**config.mk**
```make
export PLATFORM = sky130hd
export DESIGN_NAME = velocity_command_slew_limiter_top
export DESIGN_NICKNAME = d
export VERILOG_FILES = /design/src/rtl/vcsl_pkg.sv /design/src/rtl/vcsl_cfg_regs.sv /design/src/rtl/vcsl_shape.sv /design/src/rtl/vcsl_deg_conv.sv /design/src/rtl/vcsl_slew.sv /design/src/rtl/velocity_command_slew_limiter_top.sv
export SDC_FILE = /design/constraint.sdc
export NUM_CORES = 1
export LEC_CHECK = 0
export ABC_AREA = 1
export BUFFER_PORTS_ARGS = -buffer_cell sky130_fd_sc_hd__buf_4
export CORE_MARGIN = 1
export CORE_UTILIZATION = 65
export DETAILED_ROUTE_END_ITERATION = 8
export GPL_ROUTABILITY_DRIVEN = 0
export PLACE_DENSITY = 0.83
export SYNTH_ARGS = -nofsm -noshare
export SYNTH_HDL_FRONTEND = slang
export SYNTH_HIERARCHICAL = 1
export SYNTH_SLANG_ARGS = --single-unit
```
**constraint.sdc**
```tcl
create_clock -name i_clk -period 32.3 [get_ports i_clk]
set_input_delay 4.845 -clock i_clk [delete_from_list [all_inputs] [get_ports i_clk]]
set_output_delay 4.845 -clock i_clk [all_outputs]
set_load 0.05 [all_outputs]
```
**src/rtl/vcsl_pkg.sv**
```systemverilog
// Shared types and constants of the velocity command slew limiter.
package vcsl_pkg;

    // Operation codes of an input item.
    localparam logic OP_COMMAND = 1'b0;
    localparam logic OP_TICK    = 1'b1;

    // Widths of the configuration port and of the fixed registers.
    localparam int CFG_INDEX_WIDTH = 3;
    localparam int CFG_DATA_WIDTH  = 16;
    localparam int LIM_WIDTH       = 15;
    localparam int IDLE_WIDTH      = 16;

    // Register indexes of the configuration port.
    typedef enum logic [CFG_INDEX_WIDTH-1:0] {
        REG_INVERT_FLAGS      = 3'd0,
        REG_MAX_LINEAR        = 3'd1,
        REG_MAX_ANGULAR       = 3'd2,
        REG_LINEAR_UP_STEP    = 3'd3,
        REG_LINEAR_DOWN_STEP  = 3'd4,
        REG_ANGULAR_UP_STEP   = 3'd5,
        REG_ANGULAR_DOWN_STEP = 3'd6,
        REG_TIMEOUT_TICKS     = 3'd7
    } t_cfg_index;

    // Bits of the invert flags register.
    localparam int INV_LINEAR_BIT  = 0;
    localparam int INV_ANGULAR_BIT = 1;

    // Reset value of the timeout register and saturation of the idle count.
    localparam logic [IDLE_WIDTH-1:0] TIMEOUT_RESET = 16'd10;
    localparam logic [IDLE_WIDTH-1:0] IDLE_MAX      = 16'hFFFF;

    // mrad/s to 1/16 deg/s: multiply by 60079 in Q16 and round half away from zero.
    localparam int                DEG_SHIFT = 16;
    localparam logic [15:0]       DEG_K     = 16'd60079;
    localparam logic [DEG_SHIFT-1:0] DEG_ROUND = 16'h8000;

    // Configuration register set.
    typedef struct packed {
        logic [1:0]            invert_flags;
        logic [LIM_WIDTH-1:0]  max_linear;
        logic [LIM_WIDTH-1:0]  max_angular;
        logic [LIM_WIDTH-1:0]  linear_up_step;
        logic [LIM_WIDTH-1:0]  linear_down_step;
        logic [LIM_WIDTH-1:0]  angular_up_step;
        logic [LIM_WIDTH-1:0]  angular_down_step;
        logic [IDLE_WIDTH-1:0] timeout_ticks;
    } t_cfg;

endpackage

```
**src/rtl/vcsl_cfg_regs.sv**
```systemverilog
// Configuration register file of the slew limiter.
module vcsl_cfg_regs (
    input  logic                                  i_clk,
    input  logic                                  i_rst_n,
    input  logic                                  i_cfg_valid,
    output logic                                  o_cfg_ready,
    input  logic [vcsl_pkg::CFG_INDEX_WIDTH-1:0]  i_cfg_index,
    input  logic [vcsl_pkg::CFG_DATA_WIDTH-1:0]   i_cfg_data,
    output vcsl_pkg::t_cfg                        o_cfg
);

    vcsl_pkg::t_cfg r_cfg;
    vcsl_pkg::t_cfg n_cfg;

    // Every write completes in the cycle it is offered.
    assign o_cfg_ready = 1'b1;
    assign o_cfg       = r_cfg;

    // Decode the register index of a write transfer.
    always_comb begin
        n_cfg = r_cfg;
        if (i_cfg_valid && o_cfg_ready) begin
            case (vcsl_pkg::t_cfg_index'(i_cfg_index))
                vcsl_pkg::REG_INVERT_FLAGS: begin
                    n_cfg.invert_flags = i_cfg_data[1:0];
                end
                vcsl_pkg::REG_MAX_LINEAR: begin
                    n_cfg.max_linear = i_cfg_data[vcsl_pkg::LIM_WIDTH-1:0];
                end
                vcsl_pkg::REG_MAX_ANGULAR: begin
                    n_cfg.max_angular = i_cfg_data[vcsl_pkg::LIM_WIDTH-1:0];
                end
                vcsl_pkg::REG_LINEAR_UP_STEP: begin
                    n_cfg.linear_up_step = i_cfg_data[vcsl_pkg::LIM_WIDTH-1:0];
                end
                vcsl_pkg::REG_LINEAR_DOWN_STEP: begin
                    n_cfg.linear_down_step = i_cfg_data[vcsl_pkg::LIM_WIDTH-1:0];
                end
                vcsl_pkg::REG_ANGULAR_UP_STEP: begin
                    n_cfg.angular_up_step = i_cfg_data[vcsl_pkg::LIM_WIDTH-1:0];
                end
                vcsl_pkg::REG_ANGULAR_DOWN_STEP: begin
                    n_cfg.angular_down_step = i_cfg_data[vcsl_pkg::LIM_WIDTH-1:0];
                end
                vcsl_pkg::REG_TIMEOUT_TICKS: begin
                    n_cfg.timeout_ticks = i_cfg_data[vcsl_pkg::IDLE_WIDTH-1:0];
                end
                default: begin
                    n_cfg = r_cfg;
                end
            endcase
        end
    end

    // Register set with its reset values.
    always_ff @(posedge i_clk) begin
        if (!i_rst_n) begin
            r_cfg.invert_flags      <= '0;
            r_cfg.max_linear        <= '0;
            r_cfg.max_angular       <= '0;
            r_cfg.linear_up_step    <= '0;
            r_cfg.linear_down_step  <= '0;
            r_cfg.angular_up_step   <= '0;
            r_cfg.angular_down_step <= '0;
            r_cfg.timeout_ticks     <= vcsl_pkg::TIMEOUT_RESET;
        end else begin
            r_cfg <= n_cfg;
        end
    end

endmodule

```
**src/rtl/vcsl_shape.sv**
```systemverilog
// Command shaping for one axis: optional negation and magnitude clamp.
module vcsl_shape #(
    parameter int W = 16
) (
    input  logic signed [W-1:0]                   i_x,
    input  logic                                  i_invert,
    input  logic [vcsl_pkg::LIM_WIDTH-1:0]        i_limit,
    output logic signed [W-1:0]                   o_x
);

    localparam int CW = (W + 1 > vcsl_pkg::LIM_WIDTH + 1) ? W + 1 : vcsl_pkg::LIM_WIDTH + 1;
    localparam logic signed [W-1:0] VMAX = {1'b0, {(W-1){1'b1}}};
    localparam logic signed [W-1:0] VMIN = {1'b1, {(W-1){1'b0}}};

    logic signed [W-1:0] w_inv;
    logic signed [W:0]   w_ext;
    logic signed [W:0]   w_abs;
    logic [CW-1:0]       w_mag;
    logic [CW-1:0]       w_lim;
    logic signed [W-1:0] w_lim_v;

    always_comb begin
        // Negation saturates the most negative value to the largest positive.
        if (i_invert) begin
            w_inv = (i_x == VMIN) ? VMAX : -i_x;
        end else begin
            w_inv = i_x;
        end

        // Magnitude compared against the limit on a common width.
        w_ext   = {w_inv[W-1], w_inv};
        w_abs   = w_ext[W] ? -w_ext : w_ext;
        w_mag   = CW'($unsigned(w_abs));
        w_lim   = CW'(i_limit);
        w_lim_v = w_lim[W-1:0];

        // A clamp only fires when the limit is below the magnitude, so it fits.
        if ((i_limit != '0) && (w_mag > w_lim)) begin
            o_x = w_inv[W-1] ? -w_lim_v : w_lim_v;
        end else begin
            o_x = w_inv;
        end
    end

endmodule

```
**src/rtl/vcsl_deg_conv.sv**
```systemverilog
// Conversion of an angular rate from mrad/s to 1/16 deg/s.
module vcsl_deg_conv #(
    parameter int W = 16
) (
    input  logic signed [W-1:0] i_mrad,
    output logic signed [W-1:0] o_deg16
);

    localparam int PW = W + vcsl_pkg::DEG_SHIFT;

    logic signed [W:0]   w_ext;
    logic [W-1:0]        w_mag;
    logic [PW-1:0]       w_prod;
    logic [W-1:0]        w_round;

    always_comb begin
        // Magnitude, which needs the full width for the most negative value.
        w_ext = {i_mrad[W-1], i_mrad};
        w_mag = i_mrad[W-1] ? W'($unsigned(-w_ext)) : W'($unsigned(w_ext));

        // Scale in Q16, round half away from zero, then restore the sign.
        w_prod  = PW'(w_mag) * PW'(vcsl_pkg::DEG_K) + PW'(vcsl_pkg::DEG_ROUND);
        w_round = w_prod[PW-1:vcsl_pkg::DEG_SHIFT];
        o_deg16 = i_mrad[W-1] ? -$signed(w_round) : $signed(w_round);
    end

endmodule

```
**src/rtl/vcsl_slew.sv**
```systemverilog
// One step of the asymmetric slew for one axis.
module vcsl_slew #(
    parameter int W = 16
) (
    input  logic signed [W-1:0]            i_now,
    input  logic signed [W-1:0]            i_target,
    input  logic [vcsl_pkg::LIM_WIDTH-1:0] i_up,
    input  logic [vcsl_pkg::LIM_WIDTH-1:0] i_down,
    output logic signed [W-1:0]            o_next
);

    localparam int CW = (W + 1 > vcsl_pkg::LIM_WIDTH + 1) ? W + 1 : vcsl_pkg::LIM_WIDTH + 1;

    logic signed [W:0] w_now_ext;
    logic signed [W:0] w_tgt_ext;
    logic signed [W:0] w_rise;
    logic signed [W:0] w_fall;
    logic signed [W:0] w_up_s;
    logic signed [W:0] w_down_s;
    logic signed [W:0] w_sum;
    logic signed [W:0] w_diff;

    always_comb begin
        w_now_ext = {i_now[W-1], i_now};
        w_tgt_ext = {i_target[W-1], i_target};
        w_rise    = w_tgt_ext - w_now_ext;
        w_fall    = w_now_ext - w_tgt_ext;

        // A step that is taken is no larger than the gap, so it fits here.
        w_up_s   = $signed((W+1)'(i_up));
        w_down_s = $signed((W+1)'(i_down));
        w_sum    = w_now_ext + w_up_s;
        w_diff   = w_now_ext - w_down_s;

        // Move towards the target, landing on it when the step is zero or would pass it.
        if (i_now < i_target) begin
            if ((i_up == '0) || (CW'($unsigned(w_rise)) < CW'(i_up))) begin
                o_next = i_target;
            end else begin
                o_next = w_sum[W-1:0];
            end
        end else if (i_now > i_target) begin
            if ((i_down == '0) || (CW'($unsigned(w_fall)) < CW'(i_down))) begin
                o_next = i_target;
            end else begin
                o_next = w_diff[W-1:0];
            end
        end else begin
            o_next = i_now;
        end
    end

endmodule

```
**src/rtl/velocity_command_slew_limiter_top.sv**
```systemverilog
// A command gives no result and only updates targets and idle count; a tick's result passes
// the input and then the result register. Throughput: one item per cycle unless stalled.
// The input register holds an item while the result register waits on a stalled transfer.
// Synchronous active-low reset clears targets, velocities, idle count and valid flags,
// and returns the configuration registers to their defaults (timeout of ten ticks).
module velocity_command_slew_limiter_top #(
    parameter int VEL_WIDTH = 16
) (
    input  logic                                 i_clk,
    input  logic                                 i_rst_n,
    // Input channel.
    input  logic                                 i_in_valid,
    output logic                                 o_in_stall,
    input  logic                                 i_operation,
    input  logic signed [VEL_WIDTH-1:0]          i_linear_cmd,
    input  logic signed [VEL_WIDTH-1:0]          i_angular_cmd,
    // Result channel.
    output logic                                 o_out_valid,
    input  logic                                 i_out_stall,
    output logic signed [VEL_WIDTH-1:0]          o_linear_out,
    output logic signed [VEL_WIDTH-1:0]          o_angular_out,
    // Configuration write channel.
    input  logic                                 i_cfg_valid,
    output logic                                 o_cfg_ready,
    input  logic [vcsl_pkg::CFG_INDEX_WIDTH-1:0] i_cfg_index,
    input  logic [vcsl_pkg::CFG_DATA_WIDTH-1:0]  i_cfg_data
);

    vcsl_pkg::t_cfg w_cfg;

    // Input register.
    logic                        r_in_valid;
    logic                        n_in_valid;
    logic                        r_in_op;
    logic signed [VEL_WIDTH-1:0] r_in_linear;
    logic signed [VEL_WIDTH-1:0] r_in_angular;

    // Block state.
    logic signed [VEL_WIDTH-1:0]     r_lin_target;
    logic signed [VEL_WIDTH-1:0]     n_lin_target;
    logic signed [VEL_WIDTH-1:0]     r_ang_target;
    logic signed [VEL_WIDTH-1:0]     n_ang_target;
    logic signed [VEL_WIDTH-1:0]     r_lin_now;
    logic signed [VEL_WIDTH-1:0]     n_lin_now;
    logic signed [VEL_WIDTH-1:0]     r_ang_now;
    logic signed [VEL_WIDTH-1:0]     n_ang_now;
    logic [vcsl_pkg::IDLE_WIDTH-1:0] r_idle;
    logic [vcsl_pkg::IDLE_WIDTH-1:0] n_idle;

    // Result register.
    logic                        r_out_valid;
    logic                        n_out_valid;
    logic signed [VEL_WIDTH-1:0] r_out_linear;
    logic signed [VEL_WIDTH-1:0] r_out_angular;

    logic                        w_out_free;
    logic                        w_proc;
    logic                        w_in_take;
    logic                        w_timeout;
    logic signed [VEL_WIDTH-1:0] w_lin_shaped;
    logic signed [VEL_WIDTH-1:0] w_ang_shaped;
    logic signed [VEL_WIDTH-1:0] w_ang_deg;
    logic signed [VEL_WIDTH-1:0] w_lin_tgt_eff;
    logic signed [VEL_WIDTH-1:0] w_ang_tgt_eff;
    logic signed [VEL_WIDTH-1:0] w_lin_next;
    logic signed [VEL_WIDTH-1:0] w_ang_next;

    vcsl_cfg_regs u_cfg_regs (
        .i_clk       (i_clk),
        .i_rst_n     (i_rst_n),
        .i_cfg_valid (i_cfg_valid),
        .o_cfg_ready (o_cfg_ready),
        .i_cfg_index (i_cfg_index),
        .i_cfg_data  (i_cfg_data),
        .o_cfg       (w_cfg)
    );

    // Handshake: the input register drains whenever the result register can take a result.
    assign w_out_free = !r_out_valid || !i_out_stall;
    assign w_proc     = r_in_valid && w_out_free;
    assign o_in_stall = r_in_valid && !w_out_free;
    assign w_in_take  = i_in_valid && !o_in_stall;

    // Command path: shape each axis and convert the angular target.
    vcsl_shape #(.W(VEL_WIDTH)) u_shape_lin (
        .i_x      (r_in_linear),
        .i_invert (w_cfg.invert_flags[vcsl_pkg::INV_LINEAR_BIT]),
        .i_limit  (w_cfg.max_linear),
        .o_x      (w_lin_shaped)
    );

    vcsl_shape #(.W(VEL_WIDTH)) u_shape_ang (
        .i_x      (r_in_angular),
        .i_invert (w_cfg.invert_flags[vcsl_pkg::INV_ANGULAR_BIT]),
        .i_limit  (w_cfg.max_angular),
        .o_x      (w_ang_shaped)
    );

    vcsl_deg_conv #(.W(VEL_WIDTH)) u_deg_conv (
        .i_mrad  (w_ang_shaped),
        .o_deg16 (w_ang_deg)
    );

    // Tick path: targets drop to zero once the idle count reaches the timeout.
    assign w_timeout     = (r_idle >= w_cfg.timeout_ticks);
    assign w_lin_tgt_eff = w_timeout ? '0 : r_lin_target;
    assign w_ang_tgt_eff = w_timeout ? '0 : r_ang_target;

    vcsl_slew #(.W(VEL_WIDTH)) u_slew_lin (
        .i_now    (r_lin_now),
        .i_target (w_lin_tgt_eff),
        .i_up     (w_cfg.linear_up_step),
        .i_down   (w_cfg.linear_down_step),
        .o_next   (w_lin_next)
    );

    vcsl_slew #(.W(VEL_WIDTH)) u_slew_ang (
        .i_now    (r_ang_now),
        .i_target (w_ang_tgt_eff),
        .i_up     (w_cfg.angular_up_step),
        .i_down   (w_cfg.angular_down_step),
        .o_next   (w_ang_next)
    );

    // Next state of the control and state registers.
    always_comb begin
        n_in_valid   = w_in_take ? 1'b1 : (w_proc ? 1'b0 : r_in_valid);
        n_out_valid  = w_out_free ? (w_proc && (r_in_op == vcsl_pkg::OP_TICK)) : r_out_valid;
        n_lin_target = r_lin_target;
        n_ang_target = r_ang_target;
        n_lin_now    = r_lin_now;
        n_ang_now    = r_ang_now;
        n_idle       = r_idle;
        if (w_proc) begin
            if (r_in_op == vcsl_pkg::OP_COMMAND) begin
                n_lin_target = w_lin_shaped;
                n_ang_target = w_ang_deg;
                n_idle       = '0;
            end else begin
                n_lin_target = w_lin_tgt_eff;
                n_ang_target = w_ang_tgt_eff;
                n_lin_now    = w_lin_next;
                n_ang_now    = w_ang_next;
                if (r_idle != vcsl_pkg::IDLE_MAX) begin
                    n_idle = r_idle + 1'b1;
                end
            end
        end
    end

    // Control and state registers.
    always_ff @(posedge i_clk) begin
        if (!i_rst_n) begin
            r_in_valid   <= 1'b0;
            r_out_valid  <= 1'b0;
            r_lin_target <= '0;
            r_ang_target <= '0;
            r_lin_now    <= '0;
            r_ang_now    <= '0;
            r_idle       <= '0;
        end else begin
            r_in_valid   <= n_in_valid;
            r_out_valid  <= n_out_valid;
            r_lin_target <= n_lin_target;
            r_ang_target <= n_ang_target;
            r_lin_now    <= n_lin_now;
            r_ang_now    <= n_ang_now;
            r_idle       <= n_idle;
        end
    end

    // Payload registers of both stages.
    always_ff @(posedge i_clk) begin
        if (w_in_take) begin
            r_in_op      <= i_operation;
            r_in_linear  <= i_linear_cmd;
            r_in_angular <= i_angular_cmd;
        end
        if (w_proc && (r_in_op == vcsl_pkg::OP_TICK)) begin
            r_out_linear  <= w_lin_next;
            r_out_angular <= w_ang_next;
        end
    end

    assign o_out_valid   = r_out_valid;
    assign o_linear_out  = r_out_linear;
    assign o_angular_out = r_out_angular;

endmodule

```
# Word level (Yosys, flattened, before mapping)
# Index checks and enable logic that the tools add are counted.
[totals]
out_inout_bits = 35
wordCells = 122
in_bits = 57
reg_bits = 255
[op_classes]
eq_ne = 11
n_reduce_logical = 33
mul = 1
n_mux = 28
addsub = 18
magnitude_cmp = 11
[ops]
columns = ["op", "n"]
rows = [
  ["16-bit 2-to-1 mux", 24],
  ["17-bit by 15-bit < comparator with 1-bit output", 4],
  ["16-bit by 16-bit subtractor with 17-bit output", 4],
  ["16-bit negation", 4],
  ["15-bit zero test", 4],
  ["17-bit by 15-bit greater-than comparator with 1-bit output", 2],
  ["17-bit 2-to-1 mux", 2],
  ["16-bit negation with 17-bit output", 2],
  ["16-bit adder", 2],
  ["32-bit by 16-bit adder with 32-bit output (second input constant)", 1],
  ["16-bit equality test (second input constant)", 2],
  ["16-bit greater-than comparator", 2],
  ["16-bit < comparator", 2],
  ["16-bit by 16-bit multiplier with 32-bit output (second input constant)", 1],
  ["15-bit negation with 16-bit output", 2],
  ["16-bit subtractor", 2],
  ["15-bit nonzero test", 2],
  ["2-bit AND reduction", 10],
  ["16-bit by 1-bit adder with 16-bit output (second input constant)", 1],
  ["16-bit greater-or-equal comparator", 1],
  ["16-bit inequality test (second input constant)", 1],
  ["3-bit equality test (second input constant)", 4],
  ["3-bit by 2-bit equality test with 1-bit output (second input constant)", 2],
  ["1-bit logical AND", 6],
  ["other kinds (7)", 15],
]

# Depth between registers and ports, before layout
# Gate-level depths: netlist (run 1).
[logic_depth]
word_depth = 15
mapped_depth = 74
mapped_depth_nobuf = 73

# By module
# The synthesis (run 1) kept the hierarchy.
[by_module_without_submodules]
columns = ["module", "cells_each", "area_per_inst_um2", "n_inst", "seq_area_each_um2"]
rows = [
  ["vcsl_deg_conv", 1049, 7329.5, 1, 0.0],
  ["velocity_command_slew_limiter_top", 714, 6214.7, 1, 3593.4],
  ["vcsl_slew (u_slew_lin)", 772, 4717.0, 1, 0.0],
  ["vcsl_slew (u_slew_ang)", 807, 4674.5, 1, 0.0],
  ["vcsl_cfg_regs", 619, 4285.4, 1, 2162.1],
  ["vcsl_shape (u_shape_lin)", 386, 2000.7, 1, 0.0],
  ["vcsl_shape (u_shape_ang)", 380, 1976.9, 1, 0.0],
]

# Worst setup path before layout (run 1)
# No wires, ideal clock.
[synth_path]
path_kind = "input-to-output"
from = "input i_out_stall"
to = "output o_in_stall"
setup_slack_ns = 21.855
cell_stages = 2
n_path_buf = 0
required_time_ns = 27.455
arrival_ns = 5.600
cell_sequence = "nand2_1 nor2_1"
[synth_via]
elab_chain_len = 4
[synth_rtl]
columns = ["item", "line_no", "source"]
rows = [
  ["from (decl)", "velocity_command_slew_limiter_top.sv:19", "input logic i_out_stall,"],
  ["1-bit zero test", "velocity_command_slew_limiter_top.sv:79", "assign w_out_free = !r_out_valid || !i_out_stall;"],
  ["1-bit logical OR", "velocity_command_slew_limiter_top.sv:79", ""],
  ["1-bit zero test", "velocity_command_slew_limiter_top.sv:81", "assign o_in_stall = r_in_valid && !w_out_free;"],
  ["1-bit logical AND", "velocity_command_slew_limiter_top.sv:81", ""],
  ["to (decl)", "velocity_command_slew_limiter_top.sv:13", "output logic o_in_stall,"],
]
# No other way between the ends.

# Final worst setup path (run 1)
[layout_path]
from = "register u_cfg_regs.r_cfg (netlist bit u_cfg_regs/o_cfg[107])"
to = "register r_ang_target[8]"
[layout_via]
elab_chain_len = 13
word_cells_on_any_way = 14
classes_between = "4 x add/sub; 1 x mul; 1 x order compare; 7 x mux; 1 x reduce/logical"
[layout_rtl]
columns = ["item", "line_no", "source"]
rows = [
  ["from (decl)", "vcsl_cfg_regs.sv:12", "vcsl_pkg::t_cfg r_cfg;"],
  ["from (signal assigned)", "vcsl_cfg_regs.sv:67", "r_cfg <= n_cfg;"],
  ["16-bit 2-to-1 mux (*)", "vcsl_shape.sv:24", "if (i_invert) begin"],
  ["16-bit negation with 17-bit output", "vcsl_shape.sv:32", "w_abs = w_ext[W] ? -w_ext : w_ext;"],
  ["17-bit 2-to-1 mux", "vcsl_shape.sv:32", ""],
  ["17-bit by 15-bit greater-than comparator with 1-bit output", "vcsl_shape.sv:38", "if ((i_limit != '0) && (w_mag > w_lim)) begin"],
  ["1-bit logical AND", "vcsl_shape.sv:38", ""],
  ["16-bit 2-to-1 mux (*)", "vcsl_shape.sv:38", ""],
  ["via w_ang_shaped[0]", "velocity_command_slew_limiter_top.sv:61", "logic signed [VEL_WIDTH-1:0] w_ang_shaped;"],
  ["16-bit negation", "vcsl_deg_conv.sv:19", "w_mag = i_mrad[W-1] ? W'($unsigned(-w_ext)) : W'($unsigned(w_ext));"],
  ["16-bit 2-to-1 mux (*)", "vcsl_deg_conv.sv:19", ""],
  ["16-bit by 16-bit multiplier with 32-bit output (*)", "vcsl_deg_conv.sv:22", "w_prod = PW'(w_mag) * PW'(vcsl_pkg::DEG_K) + PW'(vcsl_pkg::DEG_ROUND);"],
  ["32-bit by 16-bit adder with 32-bit output (*)", "vcsl_deg_conv.sv:22", ""],
  ["16-bit negation", "vcsl_deg_conv.sv:24", "o_deg16 = i_mrad[W-1] ? -$signed(w_round) : $signed(w_round);"],
  ["16-bit 2-to-1 mux (*)", "vcsl_deg_conv.sv:24", ""],
  ["via w_ang_deg[8]", "velocity_command_slew_limiter_top.sv:62", "logic signed [VEL_WIDTH-1:0] w_ang_deg;"],
  ["16-bit 2-to-1 mux (*)", "velocity_command_slew_limiter_top.sv:135", "if (r_in_op == vcsl_pkg::OP_COMMAND) begin"],
  ["to (signal assigned)", "velocity_command_slew_limiter_top.sv:165", "r_ang_target <= n_ang_target;"],
  ["to (decl)", "velocity_command_slew_limiter_top.sv:41", "logic signed [VEL_WIDTH-1:0] r_ang_target;"],
]
# The timed path passes the listed nets; every way through them passes the cells marked *.
# A chain may end at the register's enable or synchronous reset.

==> results_dict.tcl, run 1 <==
set metrics [dict create \
    status "finished clean" \
    drcViolationCount 0 \
    syn_area_per_cell_um2 6.600 \
    ff2ff_setup_slack_ps 20850 \
    drt-initial-drc-count 2937 \
    hold_ws_ps 458.1 \
    worstMarginPinSlew_ps 1252 \
    cts_root_buf "clkbuf_16" \
    rsz0062_at_grt "false" \
    numCtsBuffers 29 \
    yosys.area.top_type_share 0.1560 \
    setup_tns_ps 0 \
    rr_endpoint "r_ang_target[8]" \
    netlist_top_cells_area "ha_1, nand2_1, dfxtp_1, inv_1, nor2_1" \
    cts_setup_buffers 0 \
    clkLatencyLatePin_ps 570 \
    die-area_um2 48880 \
    period_needed_ps 11450 \
    ys_ff_latch 255 \
    clock_path_buffers 3 \
    critPathLaunchType "flop" \
    required_ps 32730 \
    num_vias 30000 \
    clock_skew_ps 16.31 \
    cts_tree "done" \
    min-delay-start "u_cfg_regs/o_cfg[3]" \
    synth_warnings 6 \
    nFillCells 4021 \
    dr.pass1.iters 6 \
    max_freq_mhz 87.33 \
    cts_resized 0 \
    ios 92 \
    reg2reg_from "u_cfg_regs/o_cfg[107]" \
    vias_per_cell 5.594 \
    ys_seq_area_frac 0.1845 \
    grt_pass1_vias 27620 \
    yosys_most_used_dff "dfxtp_1" \
    track_usage 0.3408 \
    fin_crit_sh 0.3545 \
    io_buffers 90 \
    arrival_ps 11880 \
    grt_pass1_wl_um 137000 \
    die_w_um 221.1 \
    netlist_top_cells_count "nand2_1, inv_1, nor2_1" \
    core_area_um2 46950 \
    synth.distinct_cells 71 \
    die_y_um 221.1 \
    worstHoldPathType "reg2reg" \
    place_hpwl_um 67170 \
    final_max_slew_viol_count 0 \
    slowest_delay_ps 810 \
    yosysMostFrequentCell "nand2_1" \
    area_growth_pct 5.767 \
    synthesis.area_um2 31200 \
    relSlewSlack 0.1641 \
    hold_buffers 0 \
    crit_top_cell "nand2_1" \
    cts_sinks 255 \
    clk_pin_slew_ps 60 \
    path_class "reg2reg" \
    crit_slowest_cell "dfxtp_1" \
    crit_path_end_kind "flop" \
    synth-edff-count 65 \
    drt_wl_total_um 84250 \
    final_cells 5363 \
    holdPathEnd "u_cfg_regs/o_cfg[3]" \
    drive_gt1_frac 0.07361 \
    rr_worst_depth 60 \
    ctsHtreeMaxLevel 1 \
    syn_nets 5273 \
    nets 5280 \
    start_util 0.6645 \
    grt-ovfl-total 0 \
    rows 79 \
    setup_violations 0 \
    worstPathMaxFanout 23 \
    syn_inst 4727 \
    max_cap_viol_count 0 \
    antenna_found_initial 1 \
    ant_nets 0 \
    async_flop_share 0 \
    synth.largest_area_cell "ha_1" \
    grt_max_degree 85 \
    hold_viol_final 0 \
    dp_cells 5310 \
    worstHoldPathCells 2 \
    wl_per_cell_um 15.71 \
]
routing by layer:
metal	up-vias	track usage	wire [µm]
met3	243	0.04462	7062
met2	1245	0.5492	37130
met1	13550	0.4548	35960
met4	2	0.1563	4085
met5	-	0	17
li1	14960	-	-
through the flow:
stage | cell area [µm²] | util | setup WS [ps]
finish | 33000 | 0.7028 | 20850
CTS | 33000 | 0.7028 | 20890
detailed placement | 31990 | 0.6813 | 20920
global route | 33000 | 0.7028 | 19430
floorplan | 31200 | - | 21860
global placement | 31990 | 0.6813 | 21230
how the worst max path moves through the flow:
| stage | startpoint | endpoint | slack, ps | depth (start not counted) |
|---|---|---|---|---|
| after floorplan | i_out_stall | o_in_stall | 21860 | 2 |
| after global placement | u_cfg_regs/o_cfg[107] | r_ang_target[8] | 21230 | 60 |
| after detailed placement | u_cfg_regs/o_cfg[107] | r_ang_target[8] | 20920 | 60 |
| after CTS | u_cfg_regs/o_cfg[107] | r_ang_target[8] | 20890 | 60 |
| after global routing | u_cfg_regs/o_cfg[107] | r_ang_target[8] | 19430 | 60 |
| final | u_cfg_regs/o_cfg[107] | r_ang_target[8] | 20850 | 60 |
sequential cells by signal, summed over array words and instances (netlist names):
register and count:
o_angular_out 16, o_linear_out 16, o_out_valid 1, r_ang_now 16, r_ang_target 16, r_idle 16
r_in_angular 16, r_in_linear 16, r_in_op 1, r_in_valid 1, r_lin_now 16, r_lin_target 16
u_cfg_regs/o_cfg 108
cell families (layout without fill, tap and decap cells):
logic type               count (synthesis)  count (layout)  share of synthesized area
XOR/XNOR                               185             185                    0.05242
AND/OR/NAND/NOR                       2407            2407                     0.3377
flip-flops                             255             255                     0.1845
buffers and inverters                  922             950                     0.1201
AO/OA/AOI/OAI                          468             468                    0.08502
adder cells (fa/ha/maj)                489             489                     0.2202
other                                    1               2                  0.0001202
area by class of cell:
class,count,area (µm²),area share
diodes,1,2.502,0.00007584
well taps,607,759.5,0.02302
clock inverters,9,120.1,0.003640
clock buffers,43,888.4,0.02692
multi-input cells,3550,21700,0.6577
repair buffers,104,780.7,0.02366
inverters,794,2988,0.09055
flip-flops and latches,255,5756,0.1744
critical path: cells and delay by family (launching register included):
| family | cells | cell delay (ps) |
|---|---|---|
| compound gates | 3 | 640 |
| flops | 1 | 810 |
| xor+xnor | 2 | 710 |
| buf+inv | 9 | 830 |
| fa+ha+maj | 10 | 4160 |
| simple gates | 36 | 4130 |
cells in the final DEF (no fill, tap or decap), drive strengths merged, types with 53 or more instances in the layout:
cell type / synthesis / layout
fa: 100 / 100
nand4: 53 / 53
inv: 792 / 795
buf: 100 / 104
xor2: 141 / 141
edfxtp: 65 / 65
a21oi: 253 / 253
o21ai: 132 / 132
nor2: 613 / 613
nand3: 407 / 407
dfxtp: 190 / 190
ha: 389 / 389
nand2: 1247 / 1247
Power of run 1 is not shown: default switching activity piles up to over one toggle a cycle in this logic, so the estimate is an artifact.
==> inputs of run 2 (changes only) <==
==> constraint.sdc (replaced) <==
create_clock -name i_clk -period 11.8 [get_ports i_clk]
set_input_delay 1.77 -clock i_clk [delete_from_list [all_inputs] [get_ports i_clk]]
set_output_delay 1.77 -clock i_clk [all_outputs]
set_load 0.05 [all_outputs]
==> run 2 against run 1 <==
Global-route usage up 0.19 points. Cell count up 0.15%. Fmax up 6.3%. Wire length up 0.33%. Sequential share of layout area about the same. Non-clock buffer count up 8. Core utilization about the same. Critical path depth up 2. First-iteration DRC count down 3.6%. Critical path type unchanged. Critical endpoint unchanged. Highest routed layer unchanged.
==> results_dict.tcl, run 2 (synthesis gave the netlist of run 1 again) <==
set metrics [dict create \
    path_class "reg2reg" \
    reg2reg_from "r_in_angular[0]" \
    ctsHtreeMaxLevel 1 \
    global_route.usage.met2 0.5498 \
    met3_usage 0.05046 \
    holdPathEnd "u_cfg_regs/o_cfg[1]" \
    antenna_cells 0 \
    cts_root_buf "clkbuf_16" \
    drt-initial-drc-count 2831 \
    max_freq_mhz 92.79 \
    rows 79 \
    setup_tns_ps 0 \
    grt-ovfl-total 0 \
    num_vias 29960 \
    status "finished clean" \
    clkLatencyLatePin_ps 570 \
    drive_gt1_frac 0.07620 \
    grt-busiest-layer "met2" \
    grt_pass1_wl_um 138100 \
    crit_path_end_kind "flop" \
    worstHoldPathType "reg2reg" \
    ff2ff_setup_slack_ps 1020 \
    crit_slowest_cell "fa_1" \
    worstHoldPathCells 2 \
    largest_reg_flops 108 \
    clock_skew_ps 21.85 \
    dr.pass1.iters 6 \
    start_util 0.6645 \
    place_hpwl_um 67470 \
    mostFrequentLayoutCells "nand2_1, inv_1, nor2_1, ha_1, nand3_1" \
    final_common_cell "nand2_1" \
    critPathLaunchType "flop" \
    grt_pass1_vias 27800 \
    nets 5288 \
    die-area_um2 48880 \
    crit_top_cell "nand2_1" \
    io_buffers 90 \
    cts_sinks 255 \
    vias_per_cell 5.579 \
    rr_worst_depth 62 \
    ios 92 \
    grtUsageMet1 0.4581 \
    ant_nets 0 \
    grt_max_degree 86 \
    worstPathMaxFanout 17 \
    antenna_found_initial 1 \
    min-delay-start "u_cfg_regs/o_cfg[1]" \
    setup_violations 0 \
    required_ps 12230 \
    hold_viol_final 0 \
    slowest_delay_ps 550 \
    worstMarginPinSlew_ps 1272 \
    cts_tree "done" \
    wl_per_cell_um 15.74 \
    numCtsBuffers 29 \
    rr_endpoint "r_ang_target[8]" \
    postPlaceCellArea_um2 32040 \
    clock_path_buffers 3 \
    clk_pin_slew_ps 60 \
    core_area_um2 46950 \
    relSlewSlack 0.1508 \
    design_area_um2 33020 \
    area_growth_pct 5.823 \
    max_cap_viol_count 0 \
    period_needed_ps 10780 \
    fin_crit_sh 0.9133 \
    drcViolationCount 0 \
    final_max_slew_viol_count 0 \
    die_w_um 221.1 \
    die_y_um 221.1 \
    track_usage 0.3427 \
    drt_wl_total_um 84530 \
    arrival_ps 11200 \
]
run 2: cell count changes in the layout (fill, tap and decap cells not counted), sizes merged:
| cell | before | now |
|---|---|---|
| inv | 795 | 797 |
| clkinvlp | 0 | 3 |
| diode | 1 | 0 |
| clkinv | 6 | 8 |
| clkbuf | 43 | 38 |
| buf | 104 | 112 |
| bufinv | 2 | 1 |
run 2: metrics by stage:
| step | hold WS [ps] | setup WS, ps | util | cells |
|---|---|---|---|---|
| global placement | 439.6 | 1031 | 0.6824 | 5317 |
| CTS | 459.7 | 629.2 | 0.7025 | 5370 |
| detailed placement | 444.8 | 661.6 | 0.6824 | 5317 |
| floorplan | 428.9 | 1665 | - | 4727 |
| finish | 463.8 | 1023 | 0.7032 | 5371 |
| global route | 478.9 | -17.27 | 0.7032 | 5371 |
run 2: worst max-delay path by stage:
stage | from | depth (start not counted) | endpoint | slack (ps)
after floorplan | r_in_angular[0] | 64 | r_ang_target[8] | 1670
after global placement | r_in_angular[2] | 64 | r_ang_target[8] | 1030
after CTS | r_in_angular[4] | 64 | r_ang_target[8] | 630
after detailed placement | r_in_angular[4] | 64 | r_ang_target[8] | 660
after global routing | r_in_angular[0] | 65 | r_ang_target[10] | -20
final | r_in_angular[0] | 62 | r_ang_target[8] | 1020
run 2: cell type report:
class                      instances  area, µm²
multi-input combinational       3550      21730
clock buffer                      38      819.5
clock inverter                    15      126.4
tap                              607      759.5
timing repair buffer             112      840.8
inverter                         794       2988
sequential                       255       5756
fill                            4045      13940
run 2: timing repair:
action | in CTS | in global routing
hold buffers | 0 | 0
setup endpoints to repair | 0 | 15
resized for setup | 0 | 6
setup buffers | 0 | 1
run 2: layer usage:
metal  part of all wire  vias up
met4              0.048        2
met2               0.44     1235
met3              0.086      242
li1                   -    14980
met5            0.00020        -
met1               0.43    13500
run 2: critical path: cells and delay by family (launching register included):
kind            cells  cell delay, ps
flops               1             360
buf+inv             8             640
simple gates       36            3860
compound gates      4             800
fa+ha+maj          12            4480
xor+xnor            2             480
Power of run 2 is left out for the same reason.
